## src/rtl/pmtp_pkg.sv

```systemverilog
// Shared types, codes and byte tables for the plot-to-printer path translator.
`default_nettype none

package pmtp_pkg;

    // Input selector carried on tuser
    localparam logic [1:0] FUNC_INSTR = 2'd0;
    localparam logic [1:0] FUNC_START = 2'd1;
    localparam logic [1:0] FUNC_END   = 2'd2;

    // Instruction opcodes
    localparam logic [15:0] OP_FRAME = 16'd1;
    localparam logic [15:0] OP_MOVE  = 16'd2;
    localparam logic [15:0] OP_DRAW  = 16'd3;
    localparam logic [15:0] OP_WIDTH = 16'd4;

    // Configuration register indexes
    localparam logic [2:0] CFG_ORIGIN_LEFT   = 3'd0;
    localparam logic [2:0] CFG_ORIGIN_BOTTOM = 3'd1;
    localparam logic [2:0] CFG_PLOT_WIDTH    = 3'd2;
    localparam logic [2:0] CFG_PLOT_HEIGHT   = 3'd3;
    localparam logic [2:0] CFG_PEN_BASE      = 3'd4;
    localparam logic [2:0] CFG_PEN_SLOPE     = 3'd5;

    // Printer language bytes
    localparam logic [7:0] BYTE_CREATE_PATH = 8'd230;
    localparam logic [7:0] BYTE_DRAW_PATH   = 8'd234;
    localparam logic [7:0] BYTE_LINE_STYLE  = 8'd15;
    localparam logic [7:0] BYTE_END_PAGE    = 8'd219;
    localparam logic [7:0] BYTE_END_JOB     = 8'd255;
    localparam logic [7:0] BYTE_FRAME_A     = 8'd135;
    localparam logic [7:0] BYTE_FRAME_B     = 8'd137;
    localparam logic [7:0] BYTE_DOC_A       = 8'd205;
    localparam logic [7:0] BYTE_DOC_B       = 8'd125;
    localparam logic [7:0] BYTE_SET_PEN     = 8'd232;

    localparam logic [15:0] FULL_SCALE = 16'd32767;

    localparam int WORD_BYTES = 4;

    typedef enum logic [2:0] {
        KIND_NONE  = 3'd0,
        KIND_START = 3'd1,
        KIND_END   = 3'd2,
        KIND_FRAME = 3'd3,
        KIND_MOVE  = 3'd4,
        KIND_DRAW  = 3'd5,
        KIND_WIDTH = 3'd6,
        KIND_BAD   = 3'd7
    } kind_t;

    typedef enum logic [8:0] {
        ST_IDLE  = 9'b000000001,
        ST_MULY  = 9'b000000010,
        ST_PLAN  = 9'b000000100,
        ST_HEAD  = 9'b000001000,
        ST_POINT = 9'b000010000,
        ST_TRAIL = 9'b000100000,
        ST_TAIL  = 9'b001000000,
        ST_POST  = 9'b010000000,
        ST_FLAG  = 9'b100000000
    } state_t;

    // Number of bytes that follow the path for each kind of item
    function automatic logic [2:0] tail_len(input kind_t kind);
        logic [2:0] len;
        case (kind)
            KIND_START: len = 3'd4;
            KIND_END:   len = 3'd2;
            KIND_FRAME: len = 3'd7;
            KIND_WIDTH: len = 3'd2;
            default:    len = 3'd0;
        endcase
        return len;
    endfunction

    function automatic logic [7:0] tail_byte(input kind_t kind, input logic [2:0] idx,
                                             input logic [7:0] pen_base,
                                             input logic [7:0] pen_byte);
        logic [7:0] b;
        b = 8'd0;
        case (kind)
            KIND_START:
            begin
                case (idx)
                    3'd0:    b = BYTE_DOC_A;
                    3'd1:    b = BYTE_DOC_B;
                    3'd2:    b = BYTE_SET_PEN;
                    default: b = pen_base;
                endcase
            end
            KIND_END:
            begin
                b = (idx == 3'd0) ? BYTE_END_PAGE : BYTE_END_JOB;
            end
            KIND_FRAME:
            begin
                case (idx)
                    3'd0:    b = BYTE_END_PAGE;
                    3'd1:    b = BYTE_FRAME_A;
                    3'd4:    b = BYTE_FRAME_B;
                    default: b = 8'd0;
                endcase
            end
            KIND_WIDTH:
            begin
                b = (idx == 3'd0) ? BYTE_SET_PEN : pen_byte;
            end
            default: b = 8'd0;
        endcase
        return b;
    endfunction

endpackage

`default_nettype wire

```

## src/rtl/plot_metacode_to_printer_path_top.sv

```systemverilog
// Plot instruction to printer path translator: point store, byte sequencer and word packer.
`default_nettype none

// Takes plot instructions and document markers on the input stream and emits printer
// path-language bytes packed into words of up to four bytes (first byte in bits 31..24).
// Points of the open path live in a single-port-write, registered-read point store of
// MAX_POINTS entries. A draw that only appends a point passes accept, y multiply, then scale
// and store; a move that emits nothing then writes its point to open a new path. Start,
// end, frame and set-width items pass accept and plan before their bytes; a move or a draw
// that emits a path passes accept, y multiply and plan before its bytes. The sequencer emits
// one byte per cycle while the output is not stalled, and a path flush of n points adds
// 5 + 4n bytes, paced by the point store read port delivering one point per four bytes. An
// unknown opcode yields one flag word. A stalled output word holds the sequencer once the
// next word is complete; a new input word is taken as soon as the sequencer is idle.
module plot_metacode_to_printer_path_top #(
    parameter int MAX_POINTS = 32
) (
    input  wire         clk,
    input  wire         rst_n,
    input  wire         s_tvalid,
    output logic        s_tready,
    input  wire  [47:0] s_tdata,   // opcode[15:0], x_coord[30:16], y_coord[45:31], zero[47:46]
    input  wire  [1:0]  s_tuser,   // func[1:0]
    output logic        m_tvalid,
    input  wire         m_tready,
    output logic [39:0] m_tdata,   // out_data[31:0], out_bytes[34:32], zero[39:35]
    output logic        m_tuser,   // bad_opcode[0]
    output logic        m_tlast,
    input  wire         cfg_we,
    input  wire  [2:0]  cfg_index,
    input  wire  [15:0] cfg_data
);

    localparam int AW = (MAX_POINTS > 1) ? $clog2(MAX_POINTS) : 1;
    localparam int CW = $clog2(MAX_POINTS + 1);

    // Configuration
    logic [15:0] origin_left_reg;
    logic [15:0] origin_bottom_reg;
    logic [15:0] plot_width_reg;
    logic [15:0] plot_height_reg;
    logic [7:0]  pen_base_reg;
    logic [7:0]  pen_slope_reg;

    // Control
    pmtp_pkg::state_t state_reg, state_next;
    pmtp_pkg::kind_t  kind_reg, kind_next;
    logic [CW-1:0] count_reg, count_next;
    logic [CW-1:0] flush_n_reg, flush_n_next;
    logic [AW-1:0] point_idx_reg, point_idx_next;
    logic [2:0]    byte_idx_reg, byte_idx_next;
    logic          post_reg, post_next;

    // Payload
    logic [14:0] x_reg, x_next;
    logic [14:0] y_reg, y_next;
    logic [30:0] prod_reg, prod_next;
    logic [15:0] xs_reg, xs_next;
    logic [31:0] pt_reg, pt_next;
    logic [7:0]  pen_reg, pen_next;

    // Packer and output register
    logic [31:0] acc_reg, acc_next;
    logic [1:0]  acc_cnt_reg, acc_cnt_next;
    logic        out_valid_reg, out_valid_next;
    logic [31:0] out_data_reg, out_data_next;
    logic [2:0]  out_bytes_reg, out_bytes_next;
    logic        out_bad_reg, out_bad_next;
    logic        out_last_reg, out_last_next;

    // Point store
    logic [31:0]   point_mem [MAX_POINTS];
    logic [31:0]   rd_data_reg;
    logic          mem_we;
    logic [AW-1:0] mem_waddr;
    logic [31:0]   mem_wdata;
    logic          mem_re;
    logic [AW-1:0] mem_raddr;

    // Byte sequencer
    logic        gen_valid;
    logic [7:0]  gen_byte;
    logic        gen_last;
    logic        word_done;
    logic        out_free;
    logic        fire;
    logic [2:0]  cur_tail_len;
    logic [15:0] cnt_word;
    logic [31:0] placed;
    logic [15:0] ys;
    logic        accept;
    pmtp_pkg::kind_t in_kind;

    // origin + floor(prod / 32767), saturated; 32767 = 2^15 - 1 so fold the high part twice
    function automatic logic [15:0] scale_coord(input logic [30:0] prod,
                                                input logic [15:0] origin);
        logic [15:0] q0;
        logic [16:0] r;
        logic [16:0] q1;
        logic [15:0] r2;
        logic [16:0] q;
        logic [17:0] sum;
        q0  = prod[30:15];
        r   = {2'b00, prod[14:0]} + {1'b0, q0};
        q1  = {1'b0, q0} + {15'b0, r[16:15]};
        r2  = {1'b0, r[14:0]} + {14'b0, r[16:15]};
        q   = (r2 >= pmtp_pkg::FULL_SCALE) ? q1 + 17'd1 : q1;
        sum = {2'b00, origin} + {1'b0, q};
        return (sum > 18'd65535) ? 16'hFFFF : sum[15:0];
    endfunction

    assign accept   = s_tvalid && s_tready;
    assign s_tready = (state_reg == pmtp_pkg::ST_IDLE);
    assign out_free = !out_valid_reg || m_tready;

    assign cur_tail_len = pmtp_pkg::tail_len(kind_reg);
    assign cnt_word     = 16'(flush_n_reg);
    assign ys           = scale_coord(prod_reg, origin_bottom_reg);

    always_comb
    begin
        in_kind = pmtp_pkg::KIND_NONE;
        unique case (s_tuser)
            pmtp_pkg::FUNC_START: in_kind = pmtp_pkg::KIND_START;
            pmtp_pkg::FUNC_END:   in_kind = pmtp_pkg::KIND_END;
            pmtp_pkg::FUNC_INSTR:
            begin
                unique case (s_tdata[15:0])
                    pmtp_pkg::OP_FRAME: in_kind = pmtp_pkg::KIND_FRAME;
                    pmtp_pkg::OP_MOVE:  in_kind = pmtp_pkg::KIND_MOVE;
                    pmtp_pkg::OP_DRAW:  in_kind = pmtp_pkg::KIND_DRAW;
                    pmtp_pkg::OP_WIDTH: in_kind = pmtp_pkg::KIND_WIDTH;
                    default:            in_kind = pmtp_pkg::KIND_BAD;
                endcase
            end
            default: in_kind = pmtp_pkg::KIND_NONE;
        endcase
    end

    // Current byte of the stream
    always_comb
    begin
        gen_valid = 1'b0;
        gen_byte  = 8'd0;
        gen_last  = 1'b0;
        unique case (state_reg)
            pmtp_pkg::ST_HEAD:
            begin
                gen_valid = 1'b1;
                case (byte_idx_reg)
                    3'd0:    gen_byte = pmtp_pkg::BYTE_CREATE_PATH;
                    3'd1:    gen_byte = cnt_word[15:8];
                    default: gen_byte = cnt_word[7:0];
                endcase
            end
            pmtp_pkg::ST_POINT:
            begin
                gen_valid = 1'b1;
                case (byte_idx_reg)
                    3'd0:    gen_byte = rd_data_reg[31:24];
                    3'd1:    gen_byte = rd_data_reg[23:16];
                    3'd2:    gen_byte = rd_data_reg[15:8];
                    default: gen_byte = rd_data_reg[7:0];
                endcase
            end
            pmtp_pkg::ST_TRAIL:
            begin
                gen_valid = 1'b1;
                gen_byte  = (byte_idx_reg == 3'd0) ? pmtp_pkg::BYTE_DRAW_PATH
                                                   : pmtp_pkg::BYTE_LINE_STYLE;
                gen_last  = (byte_idx_reg != 3'd0) && (cur_tail_len == 3'd0);
            end
            pmtp_pkg::ST_TAIL:
            begin
                gen_valid = 1'b1;
                gen_byte  = pmtp_pkg::tail_byte(kind_reg, byte_idx_reg, pen_base_reg, pen_reg);
                gen_last  = (byte_idx_reg == cur_tail_len - 3'd1);
            end
            default:
            begin
                gen_valid = 1'b0;
            end
        endcase
    end

    assign word_done = (acc_cnt_reg == 2'd3) || gen_last;
    assign fire      = gen_valid && (!word_done || out_free);
    assign placed    = {gen_byte, 24'h000000} >> {acc_cnt_reg, 3'b000};

    always_comb
    begin
        state_next      = state_reg;
        kind_next       = kind_reg;
        count_next      = count_reg;
        flush_n_next    = flush_n_reg;
        point_idx_next  = point_idx_reg;
        byte_idx_next   = byte_idx_reg;
        post_next       = post_reg;
        x_next          = x_reg;
        y_next          = y_reg;
        prod_next       = prod_reg;
        xs_next         = xs_reg;
        pt_next         = pt_reg;
        pen_next        = pen_reg;
        acc_next        = acc_reg;
        acc_cnt_next    = acc_cnt_reg;
        out_valid_next  = out_valid_reg && !m_tready;
        out_data_next   = out_data_reg;
        out_bytes_next  = out_bytes_reg;
        out_bad_next    = out_bad_reg;
        out_last_next   = out_last_reg;
        mem_we          = 1'b0;
        mem_waddr       = count_reg[AW-1:0];
        mem_wdata       = {xs_reg, ys};
        mem_re          = 1'b0;
        mem_raddr       = '0;

        // Pack the current byte; hand a finished word to the output register
        if (fire)
        begin
            if (word_done)
            begin
                out_valid_next = 1'b1;
                out_data_next  = acc_reg | placed;
                out_bytes_next = {1'b0, acc_cnt_reg} + 3'd1;
                out_bad_next   = 1'b0;
                out_last_next  = gen_last;
                acc_next       = '0;
                acc_cnt_next   = 2'd0;
            end
            else
            begin
                acc_next     = acc_reg | placed;
                acc_cnt_next = acc_cnt_reg + 2'd1;
            end
        end

        unique case (state_reg)
            pmtp_pkg::ST_IDLE:
            begin
                if (accept)
                begin
                    kind_next = in_kind;
                    x_next    = s_tdata[30:16];
                    y_next    = s_tdata[45:31];
                    prod_next = 31'(32'(s_tdata[30:16]) * 32'(plot_width_reg));
                    unique case (in_kind) inside
                        pmtp_pkg::KIND_NONE: state_next = pmtp_pkg::ST_IDLE;
                        pmtp_pkg::KIND_BAD:  state_next = pmtp_pkg::ST_FLAG;
                        pmtp_pkg::KIND_MOVE, pmtp_pkg::KIND_DRAW:
                                             state_next = pmtp_pkg::ST_MULY;
                        default:             state_next = pmtp_pkg::ST_PLAN;
                    endcase
                end
            end
            pmtp_pkg::ST_MULY:
            begin
                xs_next    = scale_coord(prod_reg, origin_left_reg);
                prod_next  = 31'(32'(y_reg) * 32'(plot_height_reg));
                state_next = pmtp_pkg::ST_PLAN;
            end
            pmtp_pkg::ST_PLAN:
            begin
                pt_next       = {xs_reg, ys};
                pen_next      = pen_base_reg + 8'((x_reg[7:0] - 8'd1) * pen_slope_reg);
                post_next     = 1'b0;
                flush_n_next  = count_reg;
                byte_idx_next = 3'd0;
                unique case (kind_reg) inside
                    pmtp_pkg::KIND_START:
                    begin
                        count_next = '0;
                        state_next = pmtp_pkg::ST_TAIL;
                    end
                    pmtp_pkg::KIND_END, pmtp_pkg::KIND_FRAME:
                    begin
                        count_next = '0;
                        state_next = (count_reg >= CW'(2)) ? pmtp_pkg::ST_HEAD
                                                           : pmtp_pkg::ST_TAIL;
                    end
                    pmtp_pkg::KIND_WIDTH:
                    begin
                        if (count_reg >= CW'(2))
                        begin
                            count_next = '0;
                            state_next = pmtp_pkg::ST_HEAD;
                        end
                        else
                        begin
                            state_next = pmtp_pkg::ST_TAIL;
                        end
                    end
                    pmtp_pkg::KIND_MOVE:
                    begin
                        post_next  = 1'b1;
                        state_next = (count_reg >= CW'(2)) ? pmtp_pkg::ST_HEAD
                                                           : pmtp_pkg::ST_POST;
                    end
                    pmtp_pkg::KIND_DRAW:
                    begin
                        mem_we = 1'b1;
                        if (count_reg == CW'(MAX_POINTS - 1))
                        begin
                            // Store full: emit all points, then reopen with this point
                            flush_n_next = CW'(MAX_POINTS);
                            post_next    = 1'b1;
                            state_next   = pmtp_pkg::ST_HEAD;
                        end
                        else
                        begin
                            count_next = count_reg + CW'(1);
                            state_next = pmtp_pkg::ST_IDLE;
                        end
                    end
                    default: state_next = pmtp_pkg::ST_IDLE;
                endcase
            end
            pmtp_pkg::ST_HEAD:
            begin
                if (fire)
                begin
                    if (byte_idx_reg == 3'd2)
                    begin
                        mem_re         = 1'b1;
                        mem_raddr      = '0;
                        point_idx_next = '0;
                        byte_idx_next  = 3'd0;
                        state_next     = pmtp_pkg::ST_POINT;
                    end
                    else
                    begin
                        byte_idx_next = byte_idx_reg + 3'd1;
                    end
                end
            end
            pmtp_pkg::ST_POINT:
            begin
                if (fire)
                begin
                    if (byte_idx_reg == 3'd3)
                    begin
                        byte_idx_next = 3'd0;
                        if (CW'(point_idx_reg) == flush_n_reg - CW'(1))
                        begin
                            state_next = pmtp_pkg::ST_TRAIL;
                        end
                        else
                        begin
                            // Fetch the next point while its first byte is due next cycle
                            mem_re         = 1'b1;
                            mem_raddr      = point_idx_reg + AW'(1);
                            point_idx_next = point_idx_reg + AW'(1);
                        end
                    end
                    else
                    begin
                        byte_idx_next = byte_idx_reg + 3'd1;
                    end
                end
            end
            pmtp_pkg::ST_TRAIL:
            begin
                if (fire)
                begin
                    if (byte_idx_reg != 3'd0)
                    begin
                        byte_idx_next = 3'd0;
                        if (cur_tail_len != 3'd0)
                            state_next = pmtp_pkg::ST_TAIL;
                        else if (post_reg)
                            state_next = pmtp_pkg::ST_POST;
                        else
                            state_next = pmtp_pkg::ST_IDLE;
                    end
                    else
                    begin
                        byte_idx_next = 3'd1;
                    end
                end
            end
            pmtp_pkg::ST_TAIL:
            begin
                if (fire)
                begin
                    if (gen_last)
                    begin
                        byte_idx_next = 3'd0;
                        state_next    = post_reg ? pmtp_pkg::ST_POST : pmtp_pkg::ST_IDLE;
                    end
                    else
                    begin
                        byte_idx_next = byte_idx_reg + 3'd1;
                    end
                end
            end
            pmtp_pkg::ST_POST:
            begin
                // Reopen the path with the pending point, once any read-out of the store is done
                mem_we     = 1'b1;
                mem_waddr  = '0;
                mem_wdata  = pt_reg;
                count_next = CW'(1);
                post_next  = 1'b0;
                state_next = pmtp_pkg::ST_IDLE;
            end
            pmtp_pkg::ST_FLAG:
            begin
                if (out_free)
                begin
                    out_valid_next = 1'b1;
                    out_data_next  = '0;
                    out_bytes_next = 3'd0;
                    out_bad_next   = 1'b1;
                    out_last_next  = 1'b1;
                    state_next     = pmtp_pkg::ST_IDLE;
                end
            end
            default: state_next = pmtp_pkg::ST_IDLE;
        endcase
    end

    always_ff @(posedge clk)
    begin
        if (mem_we)
            point_mem[mem_waddr] <= mem_wdata;
        if (mem_re)
            rd_data_reg <= point_mem[mem_raddr];
    end

    always_ff @(posedge clk or negedge rst_n)
    begin
        if (!rst_n)
        begin
            origin_left_reg   <= 16'd85;
            origin_bottom_reg <= 16'd50;
            plot_width_reg    <= 16'd2490;
            plot_height_reg   <= 16'd1905;
            pen_base_reg      <= 8'd2;
            pen_slope_reg     <= 8'd2;
        end
        else if (cfg_we)
        begin
            unique case (cfg_index)
                pmtp_pkg::CFG_ORIGIN_LEFT:   origin_left_reg   <= cfg_data;
                pmtp_pkg::CFG_ORIGIN_BOTTOM: origin_bottom_reg <= cfg_data;
                pmtp_pkg::CFG_PLOT_WIDTH:    plot_width_reg    <= cfg_data;
                pmtp_pkg::CFG_PLOT_HEIGHT:   plot_height_reg   <= cfg_data;
                pmtp_pkg::CFG_PEN_BASE:      pen_base_reg      <= cfg_data[7:0];
                pmtp_pkg::CFG_PEN_SLOPE:     pen_slope_reg     <= cfg_data[7:0];
                default:
                begin
                end
            endcase
        end
    end

    always_ff @(posedge clk or negedge rst_n)
    begin
        if (!rst_n)
        begin
            state_reg     <= pmtp_pkg::ST_IDLE;
            kind_reg      <= pmtp_pkg::KIND_NONE;
            count_reg     <= '0;
            flush_n_reg   <= '0;
            point_idx_reg <= '0;
            byte_idx_reg  <= 3'd0;
            post_reg      <= 1'b0;
            acc_reg       <= '0;
            acc_cnt_reg   <= 2'd0;
            out_valid_reg <= 1'b0;
        end
        else
        begin
            state_reg     <= state_next;
            kind_reg      <= kind_next;
            count_reg     <= count_next;
            flush_n_reg   <= flush_n_next;
            point_idx_reg <= point_idx_next;
            byte_idx_reg  <= byte_idx_next;
            post_reg      <= post_next;
            acc_reg       <= acc_next;
            acc_cnt_reg   <= acc_cnt_next;
            out_valid_reg <= out_valid_next;
        end
    end

    always_ff @(posedge clk)
    begin
        x_reg         <= x_next;
        y_reg         <= y_next;
        prod_reg      <= prod_next;
        xs_reg        <= xs_next;
        pt_reg        <= pt_next;
        pen_reg       <= pen_next;
        out_data_reg  <= out_data_next;
        out_bytes_reg <= out_bytes_next;
        out_bad_reg   <= out_bad_next;
        out_last_reg  <= out_last_next;
    end

    assign m_tvalid = out_valid_reg;
    assign m_tdata  = {5'b00000, out_bytes_reg, out_data_reg};
    assign m_tuser  = out_bad_reg;
    assign m_tlast  = out_last_reg;

endmodule

`default_nettype wire

```

## config.mk

```make
export PLATFORM = sky130hd
export DESIGN_NAME = plot_metacode_to_printer_path_top
export DESIGN_NICKNAME = d
export VERILOG_FILES = /design/src/rtl/pmtp_pkg.sv /design/src/rtl/plot_metacode_to_printer_path_top.sv
export SDC_FILE = /design/constraint.sdc
export NUM_CORES = 2
export LEC_CHECK = 0
export BUFFER_PORTS_ARGS = -buffer_cell sky130_fd_sc_hd__clkbuf_2
export CAP_MARGIN = 10
export CORE_UTILIZATION = 60
export CTS_CLUSTER_SIZE = 12
export DETAILED_ROUTE_END_ITERATION = 12
export PLACE_DENSITY = 0.77
export SKIP_LAST_GASP = 1
export SLEW_MARGIN = 0
export SYNTH_ARGS = -nofsm -noshare
export SYNTH_HDL_FRONTEND = slang
export SYNTH_SLANG_ARGS = --single-unit
export TNS_END_PERCENT = 1
```

## constraint.sdc

```tcl
create_clock -name clk -period 8.5 [get_ports clk]
set_input_delay 1.275 -clock clk [delete_from_list [all_inputs] [get_ports clk]]
set_output_delay 1.275 -clock clk [all_outputs]
set_load 0.1 [all_outputs]
```

-- After elaboration in Yosys (flattened, before gate mapping)
Memories as Yosys holds them, arrays and structs flattened. A register that Yosys moved wholly into a read port is not among the register bits.
Cells that the tools add are included.
W data, S select, Z words.
- register bits: 295
- bits in writable memories: 1024
- input port bits: 74
- output and inout port bits: 44
- memories kept: 1
- $add $sub $neg: 15
- multipliers: 3
- magnitude comparators: 4
- eq/ne operators: 52
- shift-type cells: 1
- muxes and demuxes: 99
- bitwise logic cells: 1
- reduce and logical (&&, ||, !) cells: 38
- memory list (memory ; depth ; bits a word ; rd ports ; clocked after Yosys merged registers in ; wr ports ; line ; text):
    point_mem ; 32 ; 32 ; 1 ; 1 ; 1 ; plot_metacode_to_printer_path_top.sv:72 ; logic [31:0] point_mem [MAX_POINTS];
- operators by type and width (kind ; number):
    $mux W32 ; 6
    $mux W9 ; 11
    $pmux W8 S4 ; 3
    $pmux W8 S3 ; 3
    $pmux W9 S8 ; 1
    $mul A15 B16 Y31 ; 2
    $pmux W31 S2 ; 1
    $mux W5 ; 10
    $mux W8 ; 5
    $add A16 B17 Y18 ; 2
    $gt A18 B16 Y1 const B ; 2
    $mux W3 ; 11
    $eq A16 B2 Y1 const B ; 2
    $or A32 B32 Y32 ; 1
    $shr A32 B5 Y32 ; 1
    $mux W31 ; 1
    $mux W6 ; 5
    $eq A3 B3 Y1 const B ; 9
    $pmux W9 S3 ; 1
    $mux W1 ; 23
    $ne A2 B2 Y1 const B ; 11
    $eq A3 B2 Y1 const B ; 6
    $pmux W3 S3 ; 2
    $pmux W6 S3 ; 1
    63 further kinds ; 93

-- Depth between registers and ports, before layout
- depth after elaboration: 13
- mapped depth: 36
- gate-level depth less buffers: 35

-- Least setup slack after synthesis
OpenSTA, ideal clock, no wires.
- kind: register to register
- start: register prod_reg[20]
- end: memory point_mem[0][10], data pin
- library setup time: 0.349 ns
- arrival time: 7.384 ns
- data required time: 8.151 ns
- path slack: 0.767 ns
- cell stages (with the launch flop): 33
- cell sequence: edfxtp_1 > ha_1 > a21oi_1 > a21boi_0 > nor4_1 > o21ai_0 > a21o_1 > nand2_1 > nand2_1 > a21oi_1 > xnor2_1 > ha_1 > fa_1 > and3_1 > nand3_1 > a22oi_1 > or4_1 > a2111oi_0 > maj3_1 > nand2_1 > xnor2_1 > ha_1 > o21a_1 > o21ai_0 > a21oi_1 > a311o_1 > o31ai_1 > o2111ai_1 > a21o_1 > nor2_1 > mux2i_1 > clkbuf_1 > o32a_1
- word-level cells in the longest chain between the ends: 8
- elaborated cells on any way between the ends: 10
- classes of those cells: add/sub (5); order compare (2); mux (3)
- RTL lines (element ; line ; text):
    start: declaration ; plot_metacode_to_printer_path_top.sv:57 ; logic [30:0] prod_reg, prod_next;
    start signal: assignment ; plot_metacode_to_printer_path_top.sv:491 ; prod_reg <= prod_next;
    $add A15 B16 Y17 ; plot_metacode_to_printer_path_top.sv:104 ; r = {2'b00, prod[14:0]} + {1'b0, q0};
    $add A16 B2 Y17 / $add A15 B2 Y16 (equally long branches) ; plot_metacode_to_printer_path_top.sv:105, plot_metacode_to_printer_path_top.sv:106 ;
    $add A17 B1 Y17 / $ge A16 B15 Y1 (equally long branches) ; plot_metacode_to_printer_path_top.sv:107 ; q = (r2 >= pmtp_pkg::FULL_SCALE) ? q1 + 17'd1 : q1;
    $mux W17 (*) ; plot_metacode_to_printer_path_top.sv:107 ;
    $add A16 B17 Y18 (*) ; plot_metacode_to_printer_path_top.sv:108 ; sum = {2'b00, origin} + {1'b0, q};
    $gt A18 B16 Y1 ; plot_metacode_to_printer_path_top.sv:109 ; return (sum > 18'd65535) ? 16'hFFFF : sum[15:0];
    $mux W16 (*) ; plot_metacode_to_printer_path_top.sv:109 ;
    $mux W32 (*) ; plot_metacode_to_printer_path_top.sv:238 ; unique case (state_reg)
    via mem_wdata[10] ; plot_metacode_to_printer_path_top.sv:76 ; logic [31:0] mem_wdata;
    end: declaration ; plot_metacode_to_printer_path_top.sv:72 ;
Mark *: on every way through the listed nets, which the timed path passes. The rest lies on a longest branch.

-- Worst setup path after layout
- start: register prod_reg[21]
- end: memory point_mem[8][2], data pin
The elaborated chain is that of the path after synthesis.

==> reports/qor.txt <==
area leader, netlist = edfxtp_1
R2R depth = 33
Worst Setup Slack, final = 0.4535 ns
met3 wire len = 16,250 um
Final Setup Violations = 0
DR top layer = met4
num rows = 128
Period minus WS final = 8.046 ns
most frequent cell after synthesis = edfxtp_1
fin. max-slew vios = 0
via count = 48,975
min-delay worst type = flip-flop to flip-flop
CP peak stage delay = 0.60 ns
Mapped Cells = 6,132
period utilization = 94.66%
CP endpoint = point_mem[8][2]
fraction of layout cells with a size suffix above 1 = 11.86%
most common flop cell mapped by yosys = edfxtp_1
CP endpoint kind = flip-flop
WL met2 = 93,770 um
clock buffers created by TritonCTS = 141
drt initial violations = 5,187
largest register by flop count = point_mem
height of the chip = 352.2 um
Syn Std Cell Area = 73,570 um2
area of the core = 121,700 um2
CTS Sinks = 1,351
failing checks = DRC
GRT overflow = 0
final WL = 191,500 um
synth warn = 0
Slowest cell on crit path = or4_1
IO Port Bufs = 110
CP dominant cell by count = a21oi_1
Post-route DRC = 2
initial antenna violation count = 1
CP delay by family, top = compound AO/OA/AOI/OAI gates
fillcell total = 8,680
status = finished, violations left
design area = 80,660 um2
worst-margin pin slew = 1.197 ns
M1 wire length = 71,240 um
Peak Freq = 0.1243 GHz
Final Hold Fails = 0
DR pass1 iterations = 10
reg2reg start = prod_reg[21]
CP bufs+invs = 3
fin util = 66.27%
Post-synth EDFFs = 1,166
largest net degree at the start of global routing = 133
Worst-Skew Late Latency = 0.78 ns
setup TNS = 0 ns
Synth top area share = 47.59%
worst-case clock buffer depth = 3
vias in the first global route = 49,196
Routed Antenna Nets = 0
nets = 6,924
synth cell count leaders = edfxtp_1, nand2_1, inv_1
Max-Cap Viols = 0
Worst R2R Setup Slack = 0.45 ns
Worst setup SP type = flip-flop
global-route wire length before repair = 290,600 um
Worst Setup SP = prod_reg[21]
worst reg2reg endpoint = point_mem[8][2]
Worst Path Arrival = 8.54 ns
placer's final routability congestion estimate = 0.9041
Slew Limit Headroom = 20.18%
critical path class = flip-flop to flip-flop
starting density of the core = 60.44%
critical path depth in cells = 33
average instance area after synthesis = 12.00 um2
I/O pin count = 118
GRT Util Overall = 31.01%
DIE WIDTH = 352.2 um
Post-DP HPWL = 119,000 um
H-Tree Depth = 4
post-place instance area = 76,320 um2
CTS Root Cell = clkbuf_16
Area contributors post-synth = edfxtp_1, fa_1, nand2_1
die area = 124,000 um2
CP Data Required Time = 8.99 ns
max reg flops = 1,024
Synth-to-Final Area Change = 9.631%
Worst-path clk slew = 0.06 ns
pre-CTS setup slack = 0.06074 ns
synthesized flop and latch total = 1,351
Hold Startpoint = m_tuser
Netlist cell types = 93
Max FO, Critical Path = 32
register area share after synthesis = 53.67%
Final Skew = 0.02974 ns
DR vias/cell = 6.191
drt wl/cell = 24.21 um
TritonCTS clock tree = yes
async set-reset flop share out of synthesis = 10.95%
layout make-up:
type | count | area, um2 | area share, %
well taps | 1625 | 2033 | 2.521
diodes | 3 | 7.507 | 0.009308
clock inverters | 31 | 327.8 | 0.4064
multi-input cells | 4051 | 31640 | 39.22
flip-flops and latches | 1351 | 39490 | 48.96
clock buffers | 199 | 3910 | 4.848
inverters | 431 | 1618 | 2.006
repair buffers | 220 | 1633 | 2.024
worst min path at each step:
stage | endpoint | slack, ns | cells after the start
global placement | m_tuser | 0.44 | 1
floorplan | pt_reg[16] | 0.43 | 0
detailed placement | pt_reg[23] | 0.44 | 0
finish | m_tuser | 0.46 | 1
global route | pt_reg[23] | 0.48 | 0
CTS | pt_reg[23] | 0.46 | 0
layout by cell type, fill, tap and decap left out, types with 39 or more instances in the layout:
cell type / count
xnor2_1: 95
edfxtp_1: 1166
fa_1: 383
ha_1: 271
and2_1: 202
nor3_1: 40
a21oi_1: 290
buf_4: 90
nand3_1: 249
a31oi_1: 41
xor2_1: 50
a211oi_1: 47
dfrtp_1: 123
nand2_1: 1036
clkbuf_2: 109
mux2_2: 174
mux2i_1: 167
nor2_1: 217
clkbuf_16: 146
clkbuf_1: 46
a21o_1: 73
a221oi_1: 39
and3_1: 43
inv_1: 429
o21ai_0: 116
stage by stage:
stage               hold WS (ns)  std cells
CTS                       0.4611       7905
global placement          0.4363       7675
finish                    0.4564       7911
floorplan                 0.4262       6136
detailed placement        0.4427       7675
global route              0.4764       7909
routing by layer:
metal	vias up	GRT usage, %
met4	0	15.92
met5	-	0
li1	21642	-
met2	2383	51.82
met1	24389	39.37
met3	561	4.818
logic make-up (layout without fill, tap and decap cells):
kind of cell | after synthesis | in the layout | synth area share (%)
mux | 343 | 343 | 4.980
fa+ha+maj | 655 | 655 | 15.04
buf+inv | 734 | 881 | 3.937
compound gates | 846 | 846 | 7.558
simple gates | 2054 | 2054 | 13.04
flops | 1351 | 1351 | 53.67
other cells | 1 | 8 | 0.005097
xor+xnor | 148 | 148 | 1.762
what timing repair did:
| action | 4_1_cts | 5_1_grt |
|---|---|---|
| hold buffers | 0 | 0 |
| setup buffers | 0 | 3 |
| resized for setup | 0 | 13 |
| endpoints found under the setup margin | 0 | 544 |
Power is not shown: default switching activity piles up to over one toggle a cycle in this logic, so the estimate is an artifact.
